**config.mk**
```make
export PLATFORM = sky130hd
export DESIGN_NAME = reserved_slot_command_fifo_top
export DESIGN_NICKNAME = d
export VERILOG_FILES = /design/src/rtl/core/rsfifo_pkg.sv /design/src/rtl/core/rsfifo_admit.sv /design/src/rtl/core/rsfifo_store.sv /design/src/rtl/core/reserved_slot_command_fifo_top.sv
export SDC_FILE = /design/constraint.sdc
export NUM_CORES = 1
export LEC_CHECK = 0
export BUFFER_PORTS_ARGS = -buffer_cell sky130_fd_sc_hd__buf_4
export CORE_UTILIZATION = 35
export DETAILED_ROUTE_END_ITERATION = 7
export GPL_ROUTABILITY_DRIVEN = 0
export PLACE_DENSITY = 0.52
export SYNTH_ARGS = -nofsm -noshare
export SYNTH_HDL_FRONTEND = slang
export SYNTH_SLANG_ARGS = --single-unit
```
**constraint.sdc**
```tcl
create_clock -name clk -period 9.5 [get_ports clk]
set_input_delay 2.375 -clock clk [delete_from_list [all_inputs] [get_ports clk]]
set_output_delay 2.375 -clock clk [all_outputs]
set_load 0.005 [all_outputs]
```
**src/rtl/core/rsfifo_pkg.sv**
```systemverilog
`default_nettype none

package rsfifo_pkg;

    localparam int DEPTH_DEFAULT          = 16;
    localparam int RESERVED_SLOTS_DEFAULT = 2;
    localparam int MAX_COMMANDS_DEFAULT   = 8;
    localparam int PAYLOAD_BITS_DEFAULT   = 40;

    localparam int COUNT_BITS         = 4;
    localparam int MASK_BITS          = 8;
    localparam int FIELD_PAYLOAD_BITS = 40;
    localparam int LEVEL_BITS         = 5;

    localparam logic [1:0] OP_ENQUEUE = 2'd0;
    localparam logic [1:0] OP_DEQUEUE = 2'd1;
    localparam logic [1:0] OP_CLEAR   = 2'd2;

    typedef enum logic [2:0] {
        ST_OK          = 3'd0,
        ST_EMPTY_BATCH = 3'd1,
        ST_TOO_MANY    = 3'd2,
        ST_BAD_SAFETY  = 3'd3,
        ST_FULL        = 3'd4,
        ST_QUEUE_EMPTY = 3'd5
    } status_t;

    typedef struct packed {
        logic [1:0]                    operation;
        logic [COUNT_BITS-1:0]         batch_count;
        logic [MASK_BITS-1:0]          safety_mask;
        logic [MASK_BITS-1:0]          off_mask;
        logic [FIELD_PAYLOAD_BITS-1:0] command_payload;
    } cmd_word_t;

    typedef struct packed {
        status_t                       status;
        logic [COUNT_BITS-1:0]         out_count;
        logic [MASK_BITS-1:0]          out_safety_mask;
        logic [MASK_BITS-1:0]          out_off_mask;
        logic [FIELD_PAYLOAD_BITS-1:0] out_payload;
        logic [LEVEL_BITS-1:0]         level;
        logic                          is_empty;
        logic                          is_full;
    } rsp_word_t;

    typedef struct packed {
        status_t status;
        logic    push;
        logic    pop;
        logic    clear;
    } decision_t;

endpackage

`default_nettype wire

```
**src/rtl/core/rsfifo_admit.sv**
```systemverilog
`default_nettype none

module rsfifo_admit #(
    parameter int DEPTH          = rsfifo_pkg::DEPTH_DEFAULT,
    parameter int RESERVED_SLOTS = rsfifo_pkg::RESERVED_SLOTS_DEFAULT,
    parameter int MAX_COMMANDS   = rsfifo_pkg::MAX_COMMANDS_DEFAULT,
    parameter int OCC_BITS       = $clog2(DEPTH + 1)
) (
    input  rsfifo_pkg::cmd_word_t cmd,
    input  logic [OCC_BITS-1:0]   occupancy,
    output rsfifo_pkg::decision_t decision
);

    localparam int CAP_ORDINARY = (RESERVED_SLOTS >= DEPTH) ? 0 : DEPTH - RESERVED_SLOTS;
    localparam logic [OCC_BITS-1:0] CAP_ORD_L = OCC_BITS'(CAP_ORDINARY);
    localparam logic [OCC_BITS-1:0] CAP_ALL_L = OCC_BITS'(DEPTH);
    localparam logic [rsfifo_pkg::COUNT_BITS:0] MAX_L =
        (rsfifo_pkg::COUNT_BITS + 1)'(MAX_COMMANDS);
    localparam logic [rsfifo_pkg::COUNT_BITS-1:0] EIGHT =
        rsfifo_pkg::COUNT_BITS'(rsfifo_pkg::MASK_BITS);

    logic [rsfifo_pkg::MASK_BITS:0]   live_wide;
    logic [rsfifo_pkg::MASK_BITS-1:0] live;
    logic                             has_safety;
    logic                             safety_off;
    logic                             no_room;

    always_comb
    begin
        live_wide  = ({{rsfifo_pkg::MASK_BITS{1'b0}}, 1'b1} << cmd.batch_count[2:0])
                     - {{rsfifo_pkg::MASK_BITS{1'b0}}, 1'b1};
        live       = (cmd.batch_count >= EIGHT) ? '1 : live_wide[rsfifo_pkg::MASK_BITS-1:0];
        has_safety = |(cmd.safety_mask & live);
        safety_off = (cmd.batch_count <= EIGHT)
                     && ((cmd.safety_mask & cmd.off_mask & live) == live);
        no_room    = occupancy >= (safety_off ? CAP_ALL_L : CAP_ORD_L);
    end

    always_comb
    begin
        decision.status = rsfifo_pkg::ST_OK;
        decision.push   = 1'b0;
        decision.pop    = 1'b0;
        decision.clear  = 1'b0;
        unique case (cmd.operation)
            rsfifo_pkg::OP_ENQUEUE:
            begin
                if (cmd.batch_count == '0)
                begin
                    decision.status = rsfifo_pkg::ST_EMPTY_BATCH;
                end
                else if ({1'b0, cmd.batch_count} > MAX_L)
                begin
                    decision.status = rsfifo_pkg::ST_TOO_MANY;
                end
                else if (has_safety && !safety_off)
                begin
                    decision.status = rsfifo_pkg::ST_BAD_SAFETY;
                end
                else if (no_room)
                begin
                    decision.status = rsfifo_pkg::ST_FULL;
                end
                else
                begin
                    decision.push = 1'b1;
                end
            end
            rsfifo_pkg::OP_DEQUEUE:
            begin
                if (occupancy == '0)
                begin
                    decision.status = rsfifo_pkg::ST_QUEUE_EMPTY;
                end
                else
                begin
                    decision.pop = 1'b1;
                end
            end
            rsfifo_pkg::OP_CLEAR:
            begin
                decision.clear = 1'b1;
            end
            default:
            begin
            end
        endcase
    end

endmodule

`default_nettype wire

```
**src/rtl/core/rsfifo_store.sv**
```systemverilog
`default_nettype none

module rsfifo_store #(
    parameter int DEPTH      = rsfifo_pkg::DEPTH_DEFAULT,
    parameter int ENTRY_BITS = 20 + rsfifo_pkg::PAYLOAD_BITS_DEFAULT,
    parameter int ADDR_BITS  = $clog2(DEPTH)
) (
    input  logic                  clk,
    input  logic                  wr_en,
    input  logic [ADDR_BITS-1:0]  wr_addr,
    input  logic [ENTRY_BITS-1:0] wr_data,
    input  logic                  rd_en,
    input  logic [ADDR_BITS-1:0]  rd_addr,
    output logic [ENTRY_BITS-1:0] rd_data
);

    logic [ENTRY_BITS-1:0] mem [DEPTH];
    logic [ENTRY_BITS-1:0] rd_data_reg;

    always_ff @(posedge clk)
    begin
        if (wr_en)
        begin
            mem[wr_addr] <= wr_data;
        end
    end

    always_ff @(posedge clk)
    begin
        if (rd_en)
        begin
            rd_data_reg <= mem[rd_addr];
        end
    end

    assign rd_data = rd_data_reg;

endmodule

`default_nettype wire

```
**src/rtl/core/reserved_slot_command_fifo_top.sv**
```systemverilog
// A word accepted on cmd is registered in the input stage, its response in the output
// stage. Throughput: one word per cycle when rsp is not stalled; the admission check,
// the pointer and occupancy update and the batch store access occur in the same cycle.
// Reset clears the pointers, the occupancy and both stage valid flags.
// The batch store is not cleared and needs no clearing pass.
`default_nettype none

module reserved_slot_command_fifo_top #(
    parameter int DEPTH          = rsfifo_pkg::DEPTH_DEFAULT,
    parameter int RESERVED_SLOTS = rsfifo_pkg::RESERVED_SLOTS_DEFAULT,
    parameter int MAX_COMMANDS   = rsfifo_pkg::MAX_COMMANDS_DEFAULT,
    parameter int PAYLOAD_BITS   = rsfifo_pkg::PAYLOAD_BITS_DEFAULT
) (
    input  logic                  clk,
    input  logic                  rst_n,
    input  logic                  cmd_valid,
    output logic                  cmd_stall,
    input  rsfifo_pkg::cmd_word_t cmd,
    output logic                  rsp_valid,
    input  logic                  rsp_stall,
    output rsfifo_pkg::rsp_word_t rsp
);

    localparam int PTR_BITS   = $clog2(DEPTH);
    localparam int OCC_BITS   = $clog2(DEPTH + 1);
    localparam int ENTRY_BITS = rsfifo_pkg::COUNT_BITS + 2 * rsfifo_pkg::MASK_BITS + PAYLOAD_BITS;
    localparam logic [PTR_BITS-1:0] LAST_PTR = PTR_BITS'(DEPTH - 1);
    localparam logic [OCC_BITS-1:0] FULL_OCC = OCC_BITS'(DEPTH);
    localparam logic [OCC_BITS:0]   DEPTH_W  = (OCC_BITS + 1)'(DEPTH);

    logic                  in_valid_reg;
    rsfifo_pkg::cmd_word_t in_word_reg;

    logic                  rsp_valid_reg;
    rsfifo_pkg::status_t   status_reg;
    logic [rsfifo_pkg::LEVEL_BITS-1:0] level_reg;
    logic                  empty_reg;
    logic                  full_reg;
    logic                  deq_reg;

    logic [PTR_BITS-1:0]   rd_ptr_reg;
    logic [PTR_BITS-1:0]   rd_ptr_next;
    logic [PTR_BITS-1:0]   wr_ptr_reg;
    logic [PTR_BITS-1:0]   wr_ptr_next;
    logic [OCC_BITS-1:0]   occ_reg;
    logic [OCC_BITS-1:0]   occ_next;

    logic                  out_load;
    logic                  process;
    rsfifo_pkg::decision_t decision;
    logic [ENTRY_BITS-1:0] wr_entry;
    logic [ENTRY_BITS-1:0] rd_entry;

    assign out_load  = !rsp_valid_reg || !rsp_stall;
    assign cmd_stall = in_valid_reg && !out_load;
    assign process   = in_valid_reg && out_load;

    always_ff @(posedge clk or negedge rst_n)
    begin
        if (!rst_n)
        begin
            in_valid_reg <= 1'b0;
        end
        else if (!cmd_stall)
        begin
            in_valid_reg <= cmd_valid;
        end
    end

    always_ff @(posedge clk)
    begin
        if (cmd_valid && !cmd_stall)
        begin
            in_word_reg <= cmd;
        end
    end

    rsfifo_admit #(
        .DEPTH          (DEPTH),
        .RESERVED_SLOTS (RESERVED_SLOTS),
        .MAX_COMMANDS   (MAX_COMMANDS),
        .OCC_BITS       (OCC_BITS)
    ) u_admit (
        .cmd       (in_word_reg),
        .occupancy (occ_reg),
        .decision  (decision)
    );

    always_comb
    begin
        rd_ptr_next = rd_ptr_reg;
        wr_ptr_next = wr_ptr_reg;
        occ_next    = occ_reg;
        if (decision.clear)
        begin
            rd_ptr_next = '0;
            wr_ptr_next = '0;
            occ_next    = '0;
        end
        else if (decision.push)
        begin
            wr_ptr_next = (wr_ptr_reg == LAST_PTR) ? '0 : wr_ptr_reg + 1'b1;
            occ_next    = occ_reg + 1'b1;
        end
        else if (decision.pop)
        begin
            rd_ptr_next = (rd_ptr_reg == LAST_PTR) ? '0 : rd_ptr_reg + 1'b1;
            occ_next    = occ_reg - 1'b1;
        end
    end

    always_ff @(posedge clk or negedge rst_n)
    begin
        if (!rst_n)
        begin
            rd_ptr_reg <= '0;
            wr_ptr_reg <= '0;
            occ_reg    <= '0;
        end
        else if (process)
        begin
            rd_ptr_reg <= rd_ptr_next;
            wr_ptr_reg <= wr_ptr_next;
            occ_reg    <= occ_next;
        end
    end

    assign wr_entry = {in_word_reg.batch_count, in_word_reg.safety_mask,
                       in_word_reg.off_mask, in_word_reg.command_payload[PAYLOAD_BITS-1:0]};

    rsfifo_store #(
        .DEPTH      (DEPTH),
        .ENTRY_BITS (ENTRY_BITS),
        .ADDR_BITS  (PTR_BITS)
    ) u_store (
        .clk     (clk),
        .wr_en   (process && decision.push),
        .wr_addr (wr_ptr_reg),
        .wr_data (wr_entry),
        .rd_en   (process && decision.pop),
        .rd_addr (rd_ptr_reg),
        .rd_data (rd_entry)
    );

    always_ff @(posedge clk or negedge rst_n)
    begin
        if (!rst_n)
        begin
            rsp_valid_reg <= 1'b0;
        end
        else if (out_load)
        begin
            rsp_valid_reg <= in_valid_reg;
        end
    end

    always_ff @(posedge clk)
    begin
        if (process)
        begin
            status_reg <= decision.status;
            level_reg  <= rsfifo_pkg::LEVEL_BITS'(occ_next);
            empty_reg  <= (occ_next == '0);
            full_reg   <= (occ_next == FULL_OCC);
            deq_reg    <= decision.pop;
        end
    end

    assign rsp_valid           = rsp_valid_reg;
    assign rsp.status          = status_reg;
    assign rsp.out_count       = deq_reg ? rd_entry[ENTRY_BITS-1 -: rsfifo_pkg::COUNT_BITS] : '0;
    assign rsp.out_safety_mask = deq_reg
        ? rd_entry[PAYLOAD_BITS + rsfifo_pkg::MASK_BITS +: rsfifo_pkg::MASK_BITS] : '0;
    assign rsp.out_off_mask    = deq_reg
        ? rd_entry[PAYLOAD_BITS +: rsfifo_pkg::MASK_BITS] : '0;
    assign rsp.out_payload     = deq_reg
        ? rsfifo_pkg::FIELD_PAYLOAD_BITS'(rd_entry[PAYLOAD_BITS-1:0]) : '0;
    assign rsp.level           = level_reg;
    assign rsp.is_empty        = empty_reg;
    assign rsp.is_full         = full_reg;

    logic [OCC_BITS:0] ptr_sum;
    logic [OCC_BITS:0] ptr_wrap;

    always_comb
    begin
        ptr_sum  = (OCC_BITS + 1)'(rd_ptr_reg) + (OCC_BITS + 1)'(occ_reg);
        ptr_wrap = (ptr_sum >= DEPTH_W) ? ptr_sum - DEPTH_W : ptr_sum;
    end

    // The occupancy never exceeds the number of slots.
    assert property (@(posedge clk) disable iff (!rst_n) occ_reg <= FULL_OCC)
        else $error("occupancy above depth");

    // The write pointer always sits occupancy slots past the read pointer.
    assert property (@(posedge clk) disable iff (!rst_n)
        PTR_BITS'(ptr_wrap) == wr_ptr_reg)
        else $error("pointers disagree with occupancy");

    // Apart from a drop to zero, as on a clear, the occupancy moves by at most one per cycle.
    assert property (@(posedge clk) disable iff (!rst_n)
        !$stable(occ_reg) && occ_reg != '0 |->
            (occ_reg == $past(occ_reg) + 1'b1) || (occ_reg == $past(occ_reg) - 1'b1))
        else $error("occupancy jumped");

    // A batch is never taken from an empty queue or written to a full one.
    assert property (@(posedge clk) disable iff (!rst_n)
        process && (decision.pop || decision.push) |->
            (decision.pop ? occ_reg != '0 : occ_reg != FULL_OCC))
        else $error("store access out of bounds");

endmodule

`default_nettype wire

```
# Yosys cells after proc, flatten, opt, wreduce, memory -nomap -nowiden
# Memory sizes are Yosys's and may differ from the RTL's. A register that Yosys moved wholly into a read port is not among the register bits.
# Cells that the tools add are included.
[classes] eq_ne=7 n_mux=32 order_cmp=4 bitwise_logic=3 reduce_logical=22 addsub=5 n_shift=1
[ops] op="40-bit two-way mux" n=1
[ops] op="4-bit two-way mux" n=8
[ops] op="8-bit bitwise AND" n=3
[ops] op="8-bit two-way mux" n=3
[ops] op="5-bit two-way mux" n=4
[ops] op="3-bit two-way mux" n=5
[ops] op="5-bit zero test" n=2
[ops] op="1-bit two-way mux" n=10
[ops] op="4-bit by 1-bit adder with 4-bit output, second input constant" n=2
[ops] op="4-bit == test, second input constant" n=2
[ops] op="8-bit == test" n=1
[ops] op="8-bit OR reduction" n=1
[ops] op="1-bit by 3-bit << shifter with 8-bit output, first input constant" n=1
[ops] op="8-bit by 1-bit subtractor with 8-bit output, second input constant" n=1
[ops] op="1-bit logical AND" n=7
[ops] op="3-bit case mux with 2 select lines" n=1
[ops] op="5-bit by 1-bit adder with 5-bit output, second input constant" n=1
[ops] op="5-bit == test, second input constant" n=1
[ops] op="5-bit >= comparator" n=1
[ops] op="1-bit zero test" n=5
[ops] op="5-bit by 1-bit subtractor with 5-bit output, second input constant" n=1
[ops] op="4-bit >= comparator, second input constant" n=1
[ops] op="4-bit greater-than comparator, second input constant" n=1
[ops] op="4-bit less-or-equal comparator, second input constant" n=1
[ops] op="other kinds (9)" n=10
[word_totals] word_cells=90 mem_count=1 regBits=88 out_inout_bits=72 ramBits=960 in_bits=66
[mem_list] name="u_store.mem" words=16 width=60 read_ports=1 rd_clocked_by_memory_dff=1 wr=1 line="rsfifo_store.sv:17" source="logic [ENTRY_BITS-1:0] mem [DEPTH];"

# Longest topological paths before layout
# Gate-level depths: netlist of run 1.
[logic_depth] ltp_word=16 ltp_mapped=20 ltp_nobuf=18

# By module
# Synthesis of run 1 repeated with hierarchy kept, for this count alone.
[unflattened] cells_unflattened=1880 hier_area_um2=41905.2
[modules_own_cells] mod="rsfifo_store" cells_per_inst=1548 area_per_inst_um2=37702.4 instances=1 seq_area_each_um2=30629.4
[modules_own_cells] mod="reserved_slot_command_fifo_top" cells_per_inst=256 area_per_inst_um2=3661.0 instances=1 seq_area_each_um2=2567.5
[modules_own_cells] mod="rsfifo_admit" cells_per_inst=76 area_per_inst_um2=541.8 instances=1 seq_area_each_um2=0.0

# Worst setup path before layout of run 1
# Ideal clock, no wire load.
[synth_timing] path_kind="reg-to-reg" startpoint="reg in_word_reg[57] (netlist bit)" endpoint="mem u_store.mem[3][0] (netlist bit) (enable)" t_required_ns=8.948 setup_slack_ns=0.895 period_less_slack_ns=8.605 path_stages_with_launch=18 t_arrival_ns=8.053 path_buffers=2 setup_time_ns=0.552 cell_sequence="edfxtp_1 buf_6 or3_1 buf_6 ha_1 nor3b_1 or2_1 o2bb2a_4 or4_4 clkinv_2 ha_1 a21o_1 a211o_1 nor3b_2 o21ai_1 nor2_2 nand2_1 nor3_1"
[synth_via] elab_chain_cells=16 word_cells_on_any_way=24 classes_between="1 x add/sub; 4 x order compare; 1 x eq/ne; 1 x shift; 9 x mux; 2 x bitwise; 6 x reduce/logical"
[synth_rtl] item="start, declared" line="reserved_slot_command_fifo_top.sv:32" source="rsfifo_pkg::cmd_word_t in_word_reg;"
[synth_rtl] item="start signal, assigned" line="reserved_slot_command_fifo_top.sv:74" source="in_word_reg <= cmd;"
[synth_rtl] item="1-bit by 3-bit << shifter with 8-bit output" line="rsfifo_admit.sv:30" source="live_wide = ({{rsfifo_pkg::MASK_BITS{1'b0}}, 1'b1} << cmd.batch_count[2:0])"
[synth_rtl] item="8-bit by 1-bit subtractor with 8-bit output" line="rsfifo_admit.sv:31" source="- {{rsfifo_pkg::MASK_BITS{1'b0}}, 1'b1};"
[synth_rtl] item="8-bit two-way mux" line="rsfifo_admit.sv:32" source="live = (cmd.batch_count >= EIGHT) ? '1 : live_wide[rsfifo_pkg::MASK_BITS-1:0];"
[synth_rtl] item="8-bit bitwise AND" line="rsfifo_admit.sv:35" source="&& ((cmd.safety_mask & cmd.off_mask & live) == live);"
[synth_rtl] item="8-bit == test" line="rsfifo_admit.sv:35"
[synth_rtl] item="1-bit logical AND" line="rsfifo_admit.sv:35"
[synth_rtl] item="5-bit two-way mux" line="rsfifo_admit.sv:36" source="no_room = occupancy >= (safety_off ? CAP_ALL_L : CAP_ORD_L);"
[synth_rtl] item="5-bit >= comparator" line="rsfifo_admit.sv:36"
[synth_rtl] item="1-bit two-way mux" line="rsfifo_admit.sv:60" source="else if (no_room)"
[synth_rtl] item="1-bit two-way mux" line="rsfifo_admit.sv:56" source="else if (has_safety && !safety_off)"
[synth_rtl] item="1-bit two-way mux" line="rsfifo_admit.sv:52" source="else if ({1'b0, cmd.batch_count} > MAX_L)"
[synth_rtl] item="1-bit two-way mux (*)" line="rsfifo_admit.sv:48" source="if (cmd.batch_count == '0)"
[synth_rtl] item="1-bit two-way mux (*)" line="rsfifo_admit.sv:45" source="unique case (cmd.operation)"
[synth_rtl] item="1-bit logical AND (*)" line="reserved_slot_command_fifo_top.sv:137" source=".wr_en (process && decision.push),"
[synth_rtl] item="1-bit two-way mux (*)" line="rsfifo_store.sv:22" source="if (wr_en)"
[synth_rtl] item="1-bit two-way mux (not written as such) (*)" line="rsfifo_store.sv:24" source="mem[wr_addr] <= wr_data;"
[synth_rtl] item="end, declared" line="rsfifo_store.sv:17"
# Every way passes the cells marked *; elsewhere a longest branch is shown, timed or not.

# Worst setup path after layout of run 1
[layout_timing] startpoint="reg in_word_reg[58] (netlist bit)" endpoint="mem u_store.mem[9][23] (netlist bit) (enable)"
# The elaborated chain is that of the path after synthesis.

==> results.py, run 1 <==
metrics = {
    "run_status": {
        "status": "completed",
    },
    "sta": {
        "fin_ws_ns": 2.98,
        "fin_crit_sh": 0.686,
        "setup_tns_ns": 0,
        "max-slew-margin-rel": 0.196,
        "finalCriticalPeriod_ns": 6.52,
        "clock_skew_ns": 0.0589,
        "fmax_ghz": 0.153,
        "rsz0062_at_grt": "no",
        "tightest_slew_ns": 1.21,
        "hold_viol_final": 0,
        "whs_ns": 0.499,
        "timing.final.max_slew_violations": 0,
        "finalSetupViolations": 0,
    },
    "layout": {
        "fin_cells": 4068,
        "largest_reg_flops": 960,
        "antennaDiodeCount": 0,
        "multi_input_area_sq_um": 8960,
        "seq_area_sq_um": 33200,
        "layout-drive-gt1-share": 0.221,
        "final_nets": 2437,
        "area_delta_synth_final_pct": 15.2,
        "fillCellCount": 10600,
    },
    "floorplan": {
        "io-pin-count": 138,
        "die-area_sq_um": 123000,
        "num_rows": 127,
        "fp.dieH_microns": 351,
        "die_x_microns": 351,
        "core-area_sq_um": 120000,
        "initial_core_util": 0.354,
    },
    "worst_hold_path": {
        "min_to": "rsp_valid$_DFFE_PN0N_",
        "min-delay-path-class": "flop to flop",
        "whs_path_depth": 1,
        "min_from": "in_valid_reg$_DFFE_PN0N_",
    },
    "worst_setup_path": {
        "start_kind": "flop",
        "cpMostUsedCell": "ha_1",
        "crit_path_max_incr_delay_ns": 0.72,
        "required_ns": 9.80,
        "worstRegToRegCells": 15,
        "worstPathMaxFanout": 37,
        "path_cells": "or3_1 -> ha_1 -> nor3b_1 -> nor4_1 -> a21oi_1 -> or4_4 -> clkinv_2 -> ha_1 -> a21o_1 -> a211o_1 -> nor3b_2 -> o21ai_1 -> nor2_2 -> and3_4 -> buf_4",
        "path_class": "flop to flop",
        "end_kind": "flop",
        "arrival_ns": 6.82,
        "regToRegSetupSlack_ns": 2.98,
        "regToRegEndpoint": "u_store.mem[9][23]$_DFFE_PP_",
        "reg2reg_from": "in_word_reg[58]$_DFFE_PP_",
        "critPathSlowestCell": "edfxtp_1",
    },
    "global_routing": {
        "grt-ovfl-total": 0,
        "grt_max_degree": 109,
        "antenna_found_initial": 1,
        "grt_pass1_wl_microns": 147000,
        "track_usage": 0.164,
        "grt_pass1_vias": 21700,
    },
    "synthesis": {
        "synth_edf_count": 1093,
        "synth_cell_types": 64,
        "yosysMostFrequentCell": "edfxtp_1",
        "ys.flop_type": "edfxtp_1",
        "synth_area_per_cell_sq_um": 19.4,
        "yosys.area.top_type": "edfxtp_1",
        "yosys_warnings": 0,
        "yosys-top-cells-area": "edfxtp_1 77%, mux4_2 6.3%, mux2i_1 4.2%",
        "netlist.area_leader.share": 0.771,
        "ys_top_cells_by_count": "1093 x edfxtp_1, 180 x mux2i_1, 141 x o21ai_0, 120 x mux4_2, 83 x nand2_1",
        "async_flop_share": 0.0135,
        "yosysSeqAreaShare": 0.779,
        "synth_nets": 2275,
        "synth_seq_cells": 1108,
        "synthesis.area_sq_um": 42600,
        "netlist_instances": 2197,
    },
    "clock_tree": {
        "cts_tree": "done",
        "cts.htree.levels": 3,
        "post_cts_buffers": 0,
        "cts_sinks": 1108,
        "clk_pin_slew_ns": 0.06,
        "cts.path.max_buffers": 3,
        "cts_resized": 0,
        "clock_latency_ns": 0.72,
        "cts-buffers-inserted": 116,
        "clk_root_buffer_cell": "clkbuf_16",
        "hold_buffers": 0,
    },
    "placement": {
        "dp.cells": 3853,
        "place_hpwl_microns": 55800,
        "post-place-ws_ns": 3.08,
        "port_buffers": 137,
    },
    "power_and_ir_drop": {
        "powerDensity_nw_per_um2": 242,
        "vdd_drop_max_mv": 0.165,
        "leakagePower_uw": 0.0158,
    },
    "detailed_routing": {
        "drtPass1Iterations": 5,
        "ant_nets": 0,
        "wl_per_cell_microns": 24.8,
        "drcViolationCount": 0,
        "drt-initial-drc-count": 1653,
        "viasPerCell": 5.16,
        "wl_microns": 101000,
        "vias": 21000,
    },
    "job": {
        "max-cap-violations": 0,
    },
}
==> cells in the final DEF (no fill, tap or decap), types with 61 or more instances in the layout <==
cell,count
a21oi_1,71
a22oi_1,61
and2_1,62
buf_4,163
clkbuf_16,117
edfxtp_1,1093
mux2_2,62
mux2i_1,180
mux4_2,120
nand2_1,82
o21ai_0,141
==> cells by family after synthesis <==
group                      Yosys count  share of synthesized area
buffers and inverters              132                     0.0127
AOI/OAI and AO/OA                  365                     0.0548
xor gates and xnor gates             1                   0.000206
DFF                               1108                      0.779
and+or+nand+nor                    216                     0.0270
adders and majority gates           13                    0.00376
muxes                              362                      0.122
==> final cells by class <==
class / instances / area share
repair buffers: 164 / 0.0253
clock buffers: 146 / 0.0623
inverters: 12 / 0.000943
well taps: 1612 / 0.0411
clock inverters: 69 / 0.0111
flip-flops and latches: 1108 / 0.677
multi-input cells: 957 / 0.183
==> metal layers <==
metal	GRT usage	vias up	wire length, microns
li1	-	9307	-
met1	0.236	11100	47400
met2	0.259	522	47300
met3	0.0288	112	4810
met4	0.0385	0	1560
met5	0	-	0
==> metrics by stage <==
| stage | cell area [sq um] | total power (uW) | utilization |
|---|---|---|---|
| 2_1_floorplan | 42600 | 7120 | - |
| 3_3_place_gp | 45500 | 7740 | 0.378 |
| 3_5_place_dp | 45500 | 7760 | 0.378 |
| 4_1_cts | 49100 | 12100 | 0.408 |
| 5_1_grt | 49100 | 12400 | 0.408 |
| 6_report | 49100 | 11900 | 0.408 |
==> report_power, final <==
group          internal, uW  switching, uW
Sequential             5500            207
Clock                  2430           1850
Combinational           921            992
Total                  8850           3050
==> critical path: cells and delay by family (launching register included) <==
family | cells | cell delay (ns)
compound gates | 4 | 0.72
fa+ha+maj | 2 | 0.56
buf+inv | 2 | 0.75
flops | 1 | 0.72
simple gates | 7 | 3.31
==> worst max-delay path by stage <==
stage / start / endpoint / slack (ns) / cells past startpoint
5_1_grt: in_word_reg[58]$_DFFE_PP_ / u_store.mem[9][23]$_DFFE_PP_ / 2.61 / 15
3_5_place_dp: in_word_reg[58]$_DFFE_PP_ / u_store.mem[9][14]$_DFFE_PP_ / 3.08 / 15
6_report: in_word_reg[58]$_DFFE_PP_ / u_store.mem[9][23]$_DFFE_PP_ / 2.98 / 15
3_3_place_gp: in_word_reg[58]$_DFFE_PP_ / u_store.mem[9][13]$_DFFE_PP_ / 3.30 / 15
2_1_floorplan: in_word_reg[57]$_DFFE_PP_ / u_store.mem[3][0]$_DFFE_PP_ / 0.89 / 17
4_1_cts: in_word_reg[58]$_DFFE_PP_ / u_store.mem[9][23]$_DFFE_PP_ / 3.02 / 15
Power figures use the tool's default switching activity.
==> inputs of run 2 (changes only) <==
--- a/config.mk
+++ b/config.mk
@@ -9,7 +9,7 @@
 export CORE_UTILIZATION = 35
 export DETAILED_ROUTE_END_ITERATION = 7
 export GPL_ROUTABILITY_DRIVEN = 0
-export PLACE_DENSITY = 0.52
+export PLACE_DENSITY = 0.54
 export SYNTH_ARGS = -nofsm -noshare
 export SYNTH_HDL_FRONTEND = slang
 export SYNTH_SLANG_ARGS = --single-unit
==> constraint.sdc (replaced) <==
create_clock -name clk -period 5.35 [get_ports clk]
set_input_delay 1.3375 -clock clk [delete_from_list [all_inputs] [get_ports clk]]
set_output_delay 1.3375 -clock clk [all_outputs]
set_load 0.005 [all_outputs]
==> results.py, run 2 (synthesis results as in run 1) <==
metrics = {
    "run_status": {
        "status": "completed",
    },
    "detailed_routing": {
        "wl_per_cell_microns": 26.0,
        "vias": 21300,
        "drcViolationCount": 0,
        "viasPerCell": 5.20,
        "drtPass1Iterations": 6,
        "wl_microns": 106000,
        "ant_nets": 0,
        "drt-initial-drc-count": 1734,
    },
    "sta": {
        "hold_viol_final": 0,
        "timing.final.max_slew_violations": 0,
        "rsz0062_at_grt": "no",
        "max-slew-margin-rel": 0.158,
        "finalSetupViolations": 0,
        "clock_skew_ns": 0.0293,
        "whs_ns": 0.496,
        "finalCriticalPeriod_ns": 5.13,
        "fin_ws_ns": 0.217,
        "fin_crit_sh": 0.959,
        "fmax_ghz": 0.195,
        "tightest_slew_ns": 1.26,
    },
    "global_routing": {
        "grt-ovfl-total": 0,
        "grt_pass1_wl_microns": 153000,
        "track_usage": 0.172,
        "grt_max_degree": 98,
        "grt_pass1_vias": 21700,
        "antenna_found_initial": 3,
    },
    "worst_setup_path": {
        "crit_buf_inv": 3,
        "reg2reg_from": "in_word_reg[57]$_DFFE_PP_",
        "path_cells": "or3_4 -> ha_4 -> nand2b_1 -> a222oi_1 -> nand4_1 -> or4_4 -> clkinv_4 -> ha_1 -> nand3_1 -> a21oi_1 -> a211o_1 -> nor3b_2 -> o21ai_1 -> nor2_2 -> buf_4 -> and3_4 -> buf_12",
        "path_class": "flop to flop",
        "startpoint": "in_word_reg[57]$_DFFE_PP_",
        "cp.depth": 17,
        "critPathSlowestCell": "or4_4",
        "worstRegToRegCells": 17,
        "path_delay_family": "simple AND/OR/NAND/NOR gates",
        "end_kind": "flop",
        "worstPathMaxFanout": 21,
        "regToRegEndpoint": "u_store.mem[0][21]$_DFFE_PP_",
        "start_kind": "flop",
        "crit_path_max_incr_delay_ns": 0.65,
        "regToRegSetupSlack_ns": 0.22,
        "arrival_ns": 5.51,
        "required_ns": 5.73,
    },
    "job": {
        "max-cap-violations": 0,
    },
    "clock_tree": {
        "cts.path.max_buffers": 3,
        "cts.htree.levels": 3,
        "cts_sinks": 1108,
        "cts-buffers-inserted": 113,
        "clock_latency_ns": 0.70,
        "cts_tree": "done",
        "clk_root_buffer_cell": "clkbuf_16",
        "clk_pin_slew_ns": 0.06,
        "hold_buffers": 0,
    },
    "floorplan": {
        "io-pin-count": 138,
        "core-area_sq_um": 120000,
        "die-area_sq_um": 123000,
        "initial_core_util": 0.354,
        "num_rows": 127,
        "fp.dieH_microns": 351,
        "die_x_microns": 351,
    },
    "placement": {
        "place_hpwl_microns": 66000,
        "dp.cells": 3884,
        "post-place-ws_ns": 0.133,
        "port_buffers": 137,
    },
    "layout": {
        "fin_cells": 4095,
        "layout-drive-gt1-share": 0.241,
        "final_nets": 2468,
        "area_delta_synth_final_pct": 17.3,
        "largest_reg_flops": 960,
        "final_util": 0.415,
        "layout_common_cells": "1093 x edfxtp_1, 180 x mux2i_1, 164 x buf_4",
        "mostFrequentLayoutCell": "edfxtp_1",
    },
    "power_and_ir_drop": {
        "powerDensity_nw_per_um2": 434,
        "p_total_uw": 21700,
        "leakagePower_uw": 0.0161,
        "vdd_drop_max_mv": 0.287,
    },
    "worst_hold_path": {
        "min-delay-path-class": "input port to asynchronous set/reset pin",
    },
}
[run 2: cell types whose count changed in the layout (fill, tap and decap cells not counted), moves of 2 or more]
cell,previous run,this run
ha_4,0,4
clkbuf_8,2,0
clkinv_16,2,0
ha_1,12,8
buf_12,1,32
clkinv_1,35,15
inv_16,0,2
bufinv_16,6,15
clkbuf_1,27,23
clkinv_2,18,26
clkinv_4,2,4
clkinvlp_4,2,5
inv_6,3,1
[run 2: worst max path at each step]
stage,to
after global placement,u_store.mem[3][18]$_DFFE_PP_
final,u_store.mem[0][21]$_DFFE_PP_
after floorplan,u_store.mem[3][0]$_DFFE_PP_
after CTS,u_store.mem[3][16]$_DFFE_PP_
after detailed placement,u_store.mem[3][4]$_DFFE_PP_
after global routing,u_store.mem[15][35]$_DFFE_PP_
[run 2: final cells by class]
| class | instances | area (sq um) |
|---|---|---|
| clock buffer | 138 | 2960 |
| inverter | 12 | 50.0 |
| clock inverter | 69 | 782 |
| multi-input combinational | 957 | 9020 |
| sequential | 1108 | 33200 |
| timing repair buffer | 198 | 1910 |
| antenna | 1 | 2.50 |
| fill | 10600 | 70300 |
| tap | 1612 | 2020 |
[run 2: report_power, final]
| group | leakage (uW) | internal (uW) | total (uW) | switching, uW |
|---|---|---|---|---|
| combinational | 0.00421 | 1690 | 3550 | 1870 |
| clock | 0.00183 | 4660 | 7960 | 3290 |
| sequential | 0.0101 | 9760 | 10200 | 426 |
| total | 0.0161 | 16100 | 21700 | 5590 |
[run 2: metal layers]
| metal | global-route usage | vias up | wire length [microns] |
|---|---|---|---|
| li1 | - | 9357 | - |
| met3 | 0.0290 | 144 | 5370 |
| met2 | 0.281 | 616 | 51700 |
| met4 | 0.0500 | 0 | 2670 |
| met1 | 0.237 | 11200 | 46500 |
| met5 | 0 | - | 0 |
[run 2: per-stage QoR]
| stage | cell area (sq um) | setup TNS, ns |
|---|---|---|
| 2_1_floorplan | 42700 | -23.72 |
| 3_3_place_gp | 46200 | 0 |
| 3_5_place_dp | 46200 | 0 |
| 4_1_cts | 49900 | 0 |
| 5_1_grt | 50000 | 0 |
| 6_report | 50000 | 0 |
[run 2: timing repair]
action	4_1_cts	5_1_grt
setup endpoints to repair	0	275
resized for setup	0	5
buffers inserted	0	1
